===== src/sv/sawbp_pkg.sv =====
// ----------------------------------------------------------------------------
// sawbp_pkg
// Shared types, register map and fixed-point helpers of the box placer.
// ----------------------------------------------------------------------------
`default_nettype none

package sawbp_pkg;

	// coordinate range: signed fixed point, 4 fraction bits
	localparam int COORD_BITS = 20;
	// unsigned size, margin and padding fields
	localparam int DIM_BITS = 19;
	// working width for exact sums before saturation
	localparam int XW = ((COORD_BITS > DIM_BITS + 2) ? COORD_BITS : DIM_BITS + 2) + 3;

	localparam int APB_ADDR_BITS = 5;
	localparam int APB_DATA_BITS = 32;
	localparam int REG_IDX_BITS = 3;

	localparam logic [REG_IDX_BITS-1:0] REG_STACK_VERTICAL = 3'd0;
	localparam logic [REG_IDX_BITS-1:0] REG_STACK_ALIGN = 3'd1;
	localparam logic [REG_IDX_BITS-1:0] REG_WRAP_VERTICAL = 3'd2;
	localparam logic [REG_IDX_BITS-1:0] REG_PAD_LEFT = 3'd3;
	localparam logic [REG_IDX_BITS-1:0] REG_PAD_TOP = 3'd4;
	localparam logic [REG_IDX_BITS-1:0] REG_INNER_WIDTH = 3'd5;
	localparam logic [REG_IDX_BITS-1:0] REG_INNER_HEIGHT = 3'd6;

	localparam logic [1:0] ALIGN_START = 2'd0;
	localparam logic [1:0] ALIGN_END = 2'd1;
	localparam logic [1:0] ALIGN_CENTRE = 2'd2;

	typedef logic [DIM_BITS-1:0] dim_t;
	typedef logic signed [COORD_BITS-1:0] coord_t;
	typedef logic signed [XW-1:0] wide_t;

	typedef struct packed {
		logic first_child;
		logic req_type;
		dim_t box_width;
		dim_t box_height;
		dim_t margin_left;
		dim_t margin_top;
		dim_t margin_right;
		dim_t margin_bottom;
	} box_t;

	typedef struct packed {
		coord_t offset_x;
		coord_t offset_y;
		logic line_broken;
	} place_t;

	localparam wide_t SAT_HI = {{(XW-COORD_BITS+1){1'b0}}, {(COORD_BITS-1){1'b1}}};
	localparam wide_t SAT_LO = {{(XW-COORD_BITS+1){1'b1}}, {(COORD_BITS-1){1'b0}}};

	function automatic wide_t ext_u(input dim_t v);
		return wide_t'({{(XW-DIM_BITS){1'b0}}, v});
	endfunction

	function automatic wide_t ext_s(input coord_t v);
		return wide_t'({{(XW-COORD_BITS){v[COORD_BITS-1]}}, v});
	endfunction

	// clamp to the coordinate range
	function automatic coord_t sat(input wide_t v);
		if (v > SAT_HI) begin
			return coord_t'(SAT_HI[COORD_BITS-1:0]);
		end else if (v < SAT_LO) begin
			return coord_t'(SAT_LO[COORD_BITS-1:0]);
		end
		return coord_t'(v[COORD_BITS-1:0]);
	endfunction

endpackage

`default_nettype wire


===== src/sv/stack_and_wrap_box_placer.sv =====
// ----------------------------------------------------------------------------
// stack_and_wrap_box_placer
// Places child boxes of one container by stacking or wrapping, one box per
// word. A box goes through the input and result registers. Throughput:
// one box per cycle unless place_stall holds the output; the running
// cursors update in the same cycle the box leaves the input register.
// Reset: config registers to their defaults (vertical stack, start align,
// row wrap, zero padding and extent); cursors and row state cleared.
// ----------------------------------------------------------------------------
`default_nettype none

module stack_and_wrap_box_placer (
	input  wire                                  clk,
	input  wire                                  arst_n,
	input  wire                                  psel,
	input  wire                                  penable,
	input  wire                                  pwrite,
	input  wire  [sawbp_pkg::APB_ADDR_BITS-1:0]  paddr,
	input  wire  [sawbp_pkg::APB_DATA_BITS-1:0]  pwdata,
	output logic [sawbp_pkg::APB_DATA_BITS-1:0]  prdata,
	output logic                                 pready,
	input  wire                                  box_valid,
	output logic                                 box_stall,
	input  wire  sawbp_pkg::box_t                box,
	output logic                                 place_valid,
	input  wire                                  place_stall,
	output sawbp_pkg::place_t                    place
);
	import sawbp_pkg::*;

	// configuration
	logic stack_vertical_q;
	logic [1:0] stack_align_q;
	logic wrap_vertical_q;
	dim_t pad_left_q;
	dim_t pad_top_q;
	dim_t inner_width_q;
	dim_t inner_height_q;

	logic cfg_wr;
	logic [REG_IDX_BITS-1:0] cfg_idx;

	assign pready = 1'b1;
	assign cfg_wr = psel & penable & pwrite;
	assign cfg_idx = paddr[REG_IDX_BITS+1:2];

	always_ff @(posedge clk or negedge arst_n) begin
		if (!arst_n) begin
			stack_vertical_q <= 1'b1;
			stack_align_q <= ALIGN_START;
			wrap_vertical_q <= 1'b0;
			pad_left_q <= '0;
			pad_top_q <= '0;
			inner_width_q <= '0;
			inner_height_q <= '0;
		end else if (cfg_wr) begin
			case (cfg_idx)
				REG_STACK_VERTICAL: stack_vertical_q <= pwdata[0];
				REG_STACK_ALIGN: stack_align_q <= pwdata[1:0];
				REG_WRAP_VERTICAL: wrap_vertical_q <= pwdata[0];
				REG_PAD_LEFT: pad_left_q <= pwdata[DIM_BITS-1:0];
				REG_PAD_TOP: pad_top_q <= pwdata[DIM_BITS-1:0];
				REG_INNER_WIDTH: inner_width_q <= pwdata[DIM_BITS-1:0];
				REG_INNER_HEIGHT: inner_height_q <= pwdata[DIM_BITS-1:0];
				default: ;
			endcase
		end
	end

	always_comb begin
		case (cfg_idx)
			REG_STACK_VERTICAL: prdata = {{(APB_DATA_BITS-1){1'b0}}, stack_vertical_q};
			REG_STACK_ALIGN: prdata = {{(APB_DATA_BITS-2){1'b0}}, stack_align_q};
			REG_WRAP_VERTICAL: prdata = {{(APB_DATA_BITS-1){1'b0}}, wrap_vertical_q};
			REG_PAD_LEFT: prdata = {{(APB_DATA_BITS-DIM_BITS){1'b0}}, pad_left_q};
			REG_PAD_TOP: prdata = {{(APB_DATA_BITS-DIM_BITS){1'b0}}, pad_top_q};
			REG_INNER_WIDTH: prdata = {{(APB_DATA_BITS-DIM_BITS){1'b0}}, inner_width_q};
			REG_INNER_HEIGHT: prdata = {{(APB_DATA_BITS-DIM_BITS){1'b0}}, inner_height_q};
			default: prdata = '0;
		endcase
	end

	// pipeline control
	logic valid_s1;
	box_t box_s1;
	logic valid_s2;
	place_t place_s2;
	logic s2_free;
	logic adv_s1;
	logic accept;

	assign s2_free = !valid_s2 || !place_stall;
	assign adv_s1 = valid_s1 && s2_free;
	assign box_stall = valid_s1 && !s2_free;
	assign accept = box_valid && !box_stall;
	assign place_valid = valid_s2;
	assign place = place_s2;

	always_ff @(posedge clk or negedge arst_n) begin
		if (!arst_n) begin
			valid_s1 <= 1'b0;
			valid_s2 <= 1'b0;
		end else begin
			if (accept) begin
				valid_s1 <= 1'b1;
			end else if (adv_s1) begin
				valid_s1 <= 1'b0;
			end
			if (adv_s1) begin
				valid_s2 <= 1'b1;
			end else if (!place_stall) begin
				valid_s2 <= 1'b0;
			end
		end
	end

	always_ff @(posedge clk) begin
		if (accept) begin
			box_s1 <= box;
		end
	end

	// running placement state
	coord_t stack_cursor_q;
	coord_t wrap_cursor_x_q;
	coord_t wrap_cursor_y_q;
	coord_t line_extent_q;
	logic line_open_q;

	coord_t sc, wcx, wcy, le;
	logic lo;
	coord_t wm, hm;
	coord_t sc_n, wcx_n, wcy_n, le_n;
	logic lo_n;
	coord_t ox, oy;
	logic brk;

	// stack axis selection
	dim_t a_m0, a_sz, a_m1;
	dim_t c_pad, c_inner, c_ms;
	coord_t c_full;
	coord_t along_off;
	coord_t cross_off;
	wide_t cross_gap;

	// wrap axis selection
	coord_t w_main, w_other, w_main_len, w_cross_len;
	dim_t w_pad, w_inner;
	logic w_over;
	coord_t w_main_n, w_other_n;

	always_comb begin
		if (box_s1.first_child) begin
			sc = sat(stack_vertical_q ? ext_u(pad_top_q) : ext_u(pad_left_q));
			wcx = sat(ext_u(pad_left_q));
			wcy = sat(ext_u(pad_top_q));
			le = '0;
			lo = 1'b0;
		end else begin
			sc = stack_cursor_q;
			wcx = wrap_cursor_x_q;
			wcy = wrap_cursor_y_q;
			le = line_extent_q;
			lo = line_open_q;
		end

		wm = sat(ext_u(box_s1.margin_left) + ext_u(box_s1.box_width)
			+ ext_u(box_s1.margin_right));
		hm = sat(ext_u(box_s1.margin_top) + ext_u(box_s1.box_height)
			+ ext_u(box_s1.margin_bottom));

		// stack: along the stack direction
		a_m0 = stack_vertical_q ? box_s1.margin_top : box_s1.margin_left;
		a_sz = stack_vertical_q ? box_s1.box_height : box_s1.box_width;
		a_m1 = stack_vertical_q ? box_s1.margin_bottom : box_s1.margin_right;
		along_off = sat(ext_s(sc) + ext_u(a_m0));

		// stack: across the stack direction
		c_pad = stack_vertical_q ? pad_left_q : pad_top_q;
		c_inner = stack_vertical_q ? inner_width_q : inner_height_q;
		c_ms = stack_vertical_q ? box_s1.margin_left : box_s1.margin_top;
		c_full = stack_vertical_q ? wm : hm;
		cross_gap = ext_u(c_inner) - ext_s(c_full);
		case (stack_align_q)
			ALIGN_END: cross_off = sat(ext_u(c_pad) + cross_gap);
			ALIGN_CENTRE: cross_off = sat(ext_u(c_pad) + (cross_gap >>> 1));
			default: cross_off = sat(ext_u(c_pad) + ext_u(c_ms));
		endcase

		// wrap: main axis is the flow direction
		w_main = wrap_vertical_q ? wcy : wcx;
		w_other = wrap_vertical_q ? wcx : wcy;
		w_main_len = wrap_vertical_q ? hm : wm;
		w_cross_len = wrap_vertical_q ? wm : hm;
		w_pad = wrap_vertical_q ? pad_top_q : pad_left_q;
		w_inner = wrap_vertical_q ? inner_height_q : inner_width_q;
		w_over = (ext_s(w_main) + ext_s(w_main_len)) > (ext_u(w_inner) + ext_u(w_pad));

		sc_n = sc;
		wcx_n = wcx;
		wcy_n = wcy;
		le_n = le;
		lo_n = lo;
		brk = 1'b0;
		w_main_n = w_main;
		w_other_n = w_other;

		if (!box_s1.req_type) begin
			sc_n = sat(ext_s(sat(ext_s(along_off) + ext_u(a_sz))) + ext_u(a_m1));
			ox = stack_vertical_q ? cross_off : along_off;
			oy = stack_vertical_q ? along_off : cross_off;
		end else begin
			if (!lo) begin
				lo_n = 1'b1;
				le_n = w_cross_len;
			end else if (w_over) begin
				// break to a new row or column
				w_other_n = sat(ext_s(w_other) + ext_s(le));
				w_main_n = sat(ext_u(w_pad));
				le_n = w_cross_len;
				brk = 1'b1;
			end else if (le < w_cross_len) begin
				le_n = w_cross_len;
			end
			if (wrap_vertical_q) begin
				wcx_n = w_other_n;
				wcy_n = sat(ext_s(w_main_n) + ext_s(w_main_len));
				ox = sat(ext_s(w_other_n) + ext_u(box_s1.margin_left));
				oy = sat(ext_s(w_main_n) + ext_u(box_s1.margin_top));
			end else begin
				wcy_n = w_other_n;
				wcx_n = sat(ext_s(w_main_n) + ext_s(w_main_len));
				ox = sat(ext_s(w_main_n) + ext_u(box_s1.margin_left));
				oy = sat(ext_s(w_other_n) + ext_u(box_s1.margin_top));
			end
		end
	end

	always_ff @(posedge clk or negedge arst_n) begin
		if (!arst_n) begin
			stack_cursor_q <= '0;
			wrap_cursor_x_q <= '0;
			wrap_cursor_y_q <= '0;
			line_extent_q <= '0;
			line_open_q <= 1'b0;
		end else if (adv_s1) begin
			stack_cursor_q <= sc_n;
			wrap_cursor_x_q <= wcx_n;
			wrap_cursor_y_q <= wcy_n;
			line_extent_q <= le_n;
			line_open_q <= lo_n;
		end
	end

	always_ff @(posedge clk) begin
		if (adv_s1) begin
			place_s2.offset_x <= ox;
			place_s2.offset_y <= oy;
			place_s2.line_broken <= brk;
		end
	end

	// the input side stalls only behind a full, blocked result register
	a_stall_needs_full: assert property (@(posedge clk) disable iff (!arst_n)
		box_stall |-> (valid_s1 && valid_s2 && place_stall))
		else $error("input stalled with room downstream");

	// a wrap box always leaves a row open
	a_wrap_opens_row: assert property (@(posedge clk) disable iff (!arst_n)
		adv_s1 && box_s1.req_type |=> line_open_q)
		else $error("wrap placement left no open row");

	// stack placements never report a line break
	a_stack_no_break: assert property (@(posedge clk) disable iff (!arst_n)
		adv_s1 && !box_s1.req_type |=> !place_s2.line_broken)
		else $error("stack placement flagged a line break");

	// a first child placed by stacking leaves the row closed
	a_first_stack_closes: assert property (@(posedge clk) disable iff (!arst_n)
		adv_s1 && box_s1.first_child && !box_s1.req_type |=> !line_open_q)
		else $error("row state not restarted on first child");

endmodule

`default_nettype wire

===== config.mk =====
export PLATFORM = sky130hd
export DESIGN_NAME = stack_and_wrap_box_placer
export DESIGN_NICKNAME = d
export VERILOG_FILES = /design/src/sv/sawbp_pkg.sv /design/src/sv/stack_and_wrap_box_placer.sv
export SDC_FILE = /design/constraint.sdc
export NUM_CORES = 2
export LEC_CHECK = 0
export BUFFER_PORTS_ARGS = -buffer_cell sky130_fd_sc_hd__buf_2
export CORE_UTILIZATION = 45
export DETAILED_ROUTE_END_ITERATION = 16
export HOLD_SLACK_MARGIN = 0.03
export MAX_ROUTING_LAYER = met4
export PLACE_DENSITY = 0.72
export SLEW_MARGIN = 20
export SYNTH_ARGS = -nofsm -noshare
export SYNTH_HDL_FRONTEND = slang
export SYNTH_SLANG_ARGS = --single-unit
export TNS_END_PERCENT = 10

===== constraint.sdc =====
create_clock -name clk -period 16.4 [get_ports clk]
set_input_delay 3.28 -clock clk [delete_from_list [all_inputs] [get_ports clk]]
set_output_delay 3.28 -clock clk [all_outputs]
set_load 0.02 [all_outputs]

==> impl_metrics.py <==
metrics = {
    "layout": {
        "multi_input_area_um2": 26100,
        "drive_gt1_frac": 0.158,
        "final_area_um2": 39700,
        "final_nets": 4830,
        "n_fill_cell": 7571,
        "layoutNonFillerInstCount": 5337,
        "regArea_um2": 8800,
        "syn_to_final_growth_pct": 10.1,
    },
    "pwr": {
        "powerDensity_nw_per_um2": 224,
        "p_leak_nw": 17.3,
        "p_total_w": 0.00888,
        "ir_drop_mv": 0.113,
    },
    "synth": {
        "syn_inst": 4087,
        "ys_ff_latch": 320,
        "synthArstFlopShare": 0.509,
        "dominantRegCellSynth": "dfrtp_1",
        "yosysWarnings": 0,
        "synth_area_um2": 36100,
        "synth.avg_cell_area_um2": 8.82,
        "synth-seq-area-share": 0.244,
        "synth_edf_count": 157,
        "synth_cell_types": 92,
    },
    "timing": {
        "fin_crit_ns": 15.36,
        "tns_ns": 0,
        "max_freq_ghz": 0.0651,
        "slew_violations": 0,
        "worst_slew_pin_slew_ns": 1.26,
        "hold_viol_final": 0,
        "rsz0062_at_grt": "false",
        "whs_ns": 0.480,
        "slew_headroom": 0.157,
        "fin_skew_ns": 0.0196,
        "finalSetupViolCount": 0,
        "min_period_over_period": 0.937,
    },
    "worst_setup_path": {
        "cpPeakStageDelay_ns": 0.67,
        "setup.worst_path.class": "flop to flop",
        "crit_path_frequent_cell": "o21ai_0",
        "crit_arrival_ns": 15.66,
        "slowest_stage": "a21o_1",
        "cp-end-kind": "flop",
        "critPathMaxFanout": 34,
        "crit_buf_inv": 4,
        "crit_path_start_kind": "flop",
        "required_ns": 16.70,
        "cpLargestDelayFamily": "compound AO/OA/AOI/OAI gates",
    },
    "place": {
        "io_buffers": 206,
        "place_congestion": 1.06,
        "dp_hpwl_um": 114000,
        "dp.cells": 5257,
        "place_area_um2": 38300,
    },
    "global_route": {
        "overflow": 0,
        "antenna_found_initial": 12,
        "grt_pass1_wl_um": 208000,
        "grt_max_degree": 143,
        "grt_usage": 0.357,
        "grt_pass1_vias": 31800,
    },
    "drt": {
        "drtIter0Drc": 4077,
        "drt_wl_total_um": 144000,
        "first_pass_iters": 8,
        "route.vias.total": 34200,
        "ant_nets": 0,
        "wire_per_inst_um": 27.0,
        "vias_per_cell": 6.41,
        "drc": 0,
    },
    "flow_run": {
        "maxCapViolations": 0,
    },
    "die": {
        "dieArea_um2": 81300,
        "ios": 236,
        "die_h_um": 285,
        "rows": 103,
        "initial_utilization": 0.456,
        "dieWidth_um": 285,
        "core-area_um2": 79100,
    },
    "clock_network": {
        "clock_sinks": 320,
        "clockRootBuffer": "clkbuf_16",
        "post-cts-setup-buffer-count": 0,
        "cts_resized": 0,
        "clock_latency_ns": 0.59,
        "clk_path_buf_depth": 3,
        "cts_inserted_buffers": 40,
        "h-tree-depth": 2,
        "cts_hold_buf": 0,
        "cts_tree": "done",
        "path_clk_slew_ns": 0.06,
    },
    "min_path": {
        "hold_path_class": "flop to flop",
    },
    "status": {
        "outcome": "finished clean",
    },
}
[logic make-up (layout without fill, tap and decap cells)]
group | after synthesis | count (layout) | share of synthesized area
flip-flops | 320 | 320 | 0.244
XOR/XNOR | 236 | 236 | 0.0573
AND/OR/NAND/NOR | 1067 | 1067 | 0.139
other | 2 | 24 | 0.000208
AO/OA/AOI/OAI | 1368 | 1368 | 0.250
buffers and inverters | 307 | 485 | 0.0339
adder cells (fa/ha/maj) | 423 | 423 | 0.158
multiplexers | 364 | 364 | 0.117
[power by group]
| part | switching (W) | internal (W) | total [W] | leakage (nW) |
|---|---|---|---|---|
| combinational | 0.00413 | 0.00257 | 0.00670 | 13.2 |
| clock | 0.000384 | 0.000528 | 0.000912 | 0.635 |
| sequential | 0.000205 | 0.00106 | 0.00127 | 3.50 |
| total | 0.00472 | 0.00416 | 0.00888 | 17.3 |
[path summary, 6_finish.rpt]
path                            depth (start not counted)        from               to  slack, ns
worst max register to register                         50  box_s1[39]         place[6]       1.04
max in group asynchronous                               3      arst_n  wrap_vertical_q      12.13
worst max-delay path                                   50  box_s1[39]         place[6]       1.04
min in group asynchronous                               1      arst_n      line_open_q       2.56
worst min-delay path                                    2        flop             flop       0.48
worst min register to register                          2        flop             flop       0.48
[through the flow]
step	setup WS [ns]	util
floorplan	4.57	-
global placement	1.80	0.484
detailed placement	1.79	0.484
CTS	1.71	0.501
global route	0.495	0.501
finish	1.04	0.502
[placed cells by master (no fill, tap or decap), types with 25 or more instances in the layout]
cell,Yosys,layout
buf_4,14,65
a31oi_1,44,44
a21oi_1,346,346
mux2i_1,82,82
o21a_1,83,83
a22o_1,27,27
nand2b_1,44,44
fa_1,55,55
o21ai_0,290,287
nand3_1,86,86
o21bai_1,35,35
clkbuf_16,0,40
ha_1,365,365
buf_2,3,205
nor3_1,100,99
or3_1,25,25
xnor2_1,154,154
o22ai_1,51,51
inv_1,138,137
a221oi_1,32,32
a21o_1,109,109
mux2_2,260,260
a211oi_1,68,67
a211o_1,29,29
nor2b_1,76,76
nor2_1,321,319
dfrtp_1,162,161
o211ai_1,46,46
nand2_1,276,274
edfxtp_1,157,157
and3_1,38,38
xor2_1,82,82
[sequential cells by signal, indices dropped and copies added (netlist names), 2 cells and up, named ones only]
register,cells
box_s1,116
inner_height_q,19
inner_width_q,19
line_extent_q,20
pad_left_q,19
pad_top_q,19
place,41
stack_align_q,2
stack_cursor_q,19
wrap_cursor_x_q,20
wrap_cursor_y_q,20
[metal layers]
metal  wire (um)  global-route usage  up-vias
li1            -                   -    15800
met1       59100               0.454    16400
met2       61600               0.521     1615
met3       12700              0.0634      381
met4       10600               0.228        0
met5           0                   -        -
[cell usage after synthesis (23+ instances only)]
cell type  instances  area (um^2)
ha_1             365         4570
a21oi_1          346         1730
nor2_1           321         1200
o21ai_0          290         1450
nand2_1          276         1040
mux2_2           260         2930
dfrtp_1          162         4050
edfxtp_1         157         4710
xnor2_1          154         1350
inv_1            138          518
clkbuf_1         129          484
a21o_1           109          818
nor3_1           100          500
nand3_1           86          430
o21a_1            83          623
mux2i_1           82          821
xor2_1            82          718
nor2b_1           76          475
a211oi_1          68          510
fa_1              55         1100
o22ai_1           51          319
o211ai_1          46          345
a31oi_1           44          275
nand2b_1          44          275
and3_1            38          238
o21bai_1          35          263
a221oi_1          32          280
a211o_1           29          254
a22o_1            27          236
or3_1             25          156
a221o_1           23          230
and2_1            23          144
[worst reg2reg max path, delay by kind of cell, from the launching register on]
family                     cells  cell delay [ns]
adders and majority gates      8             2.70
AOI/OAI and AO/OA             23             6.94
and+or+nand+nor               13             3.41
DFF                            1             0.62
muxes                          1             0.57
buffers and inverters          4             0.69
xor gates and xnor gates       1             0.15
[cell type report]
cell class | instances | area share
antenna | 7 | 0.000441
clock buffer | 52 | 0.0271
clock inverter | 20 | 0.00583
inverter | 139 | 0.0132
multi-input combinational | 3475 | 0.658
sequential | 320 | 0.222
tap | 1050 | 0.0331
timing repair buffer | 274 | 0.0401
Power figures use the tool's default switching activity.
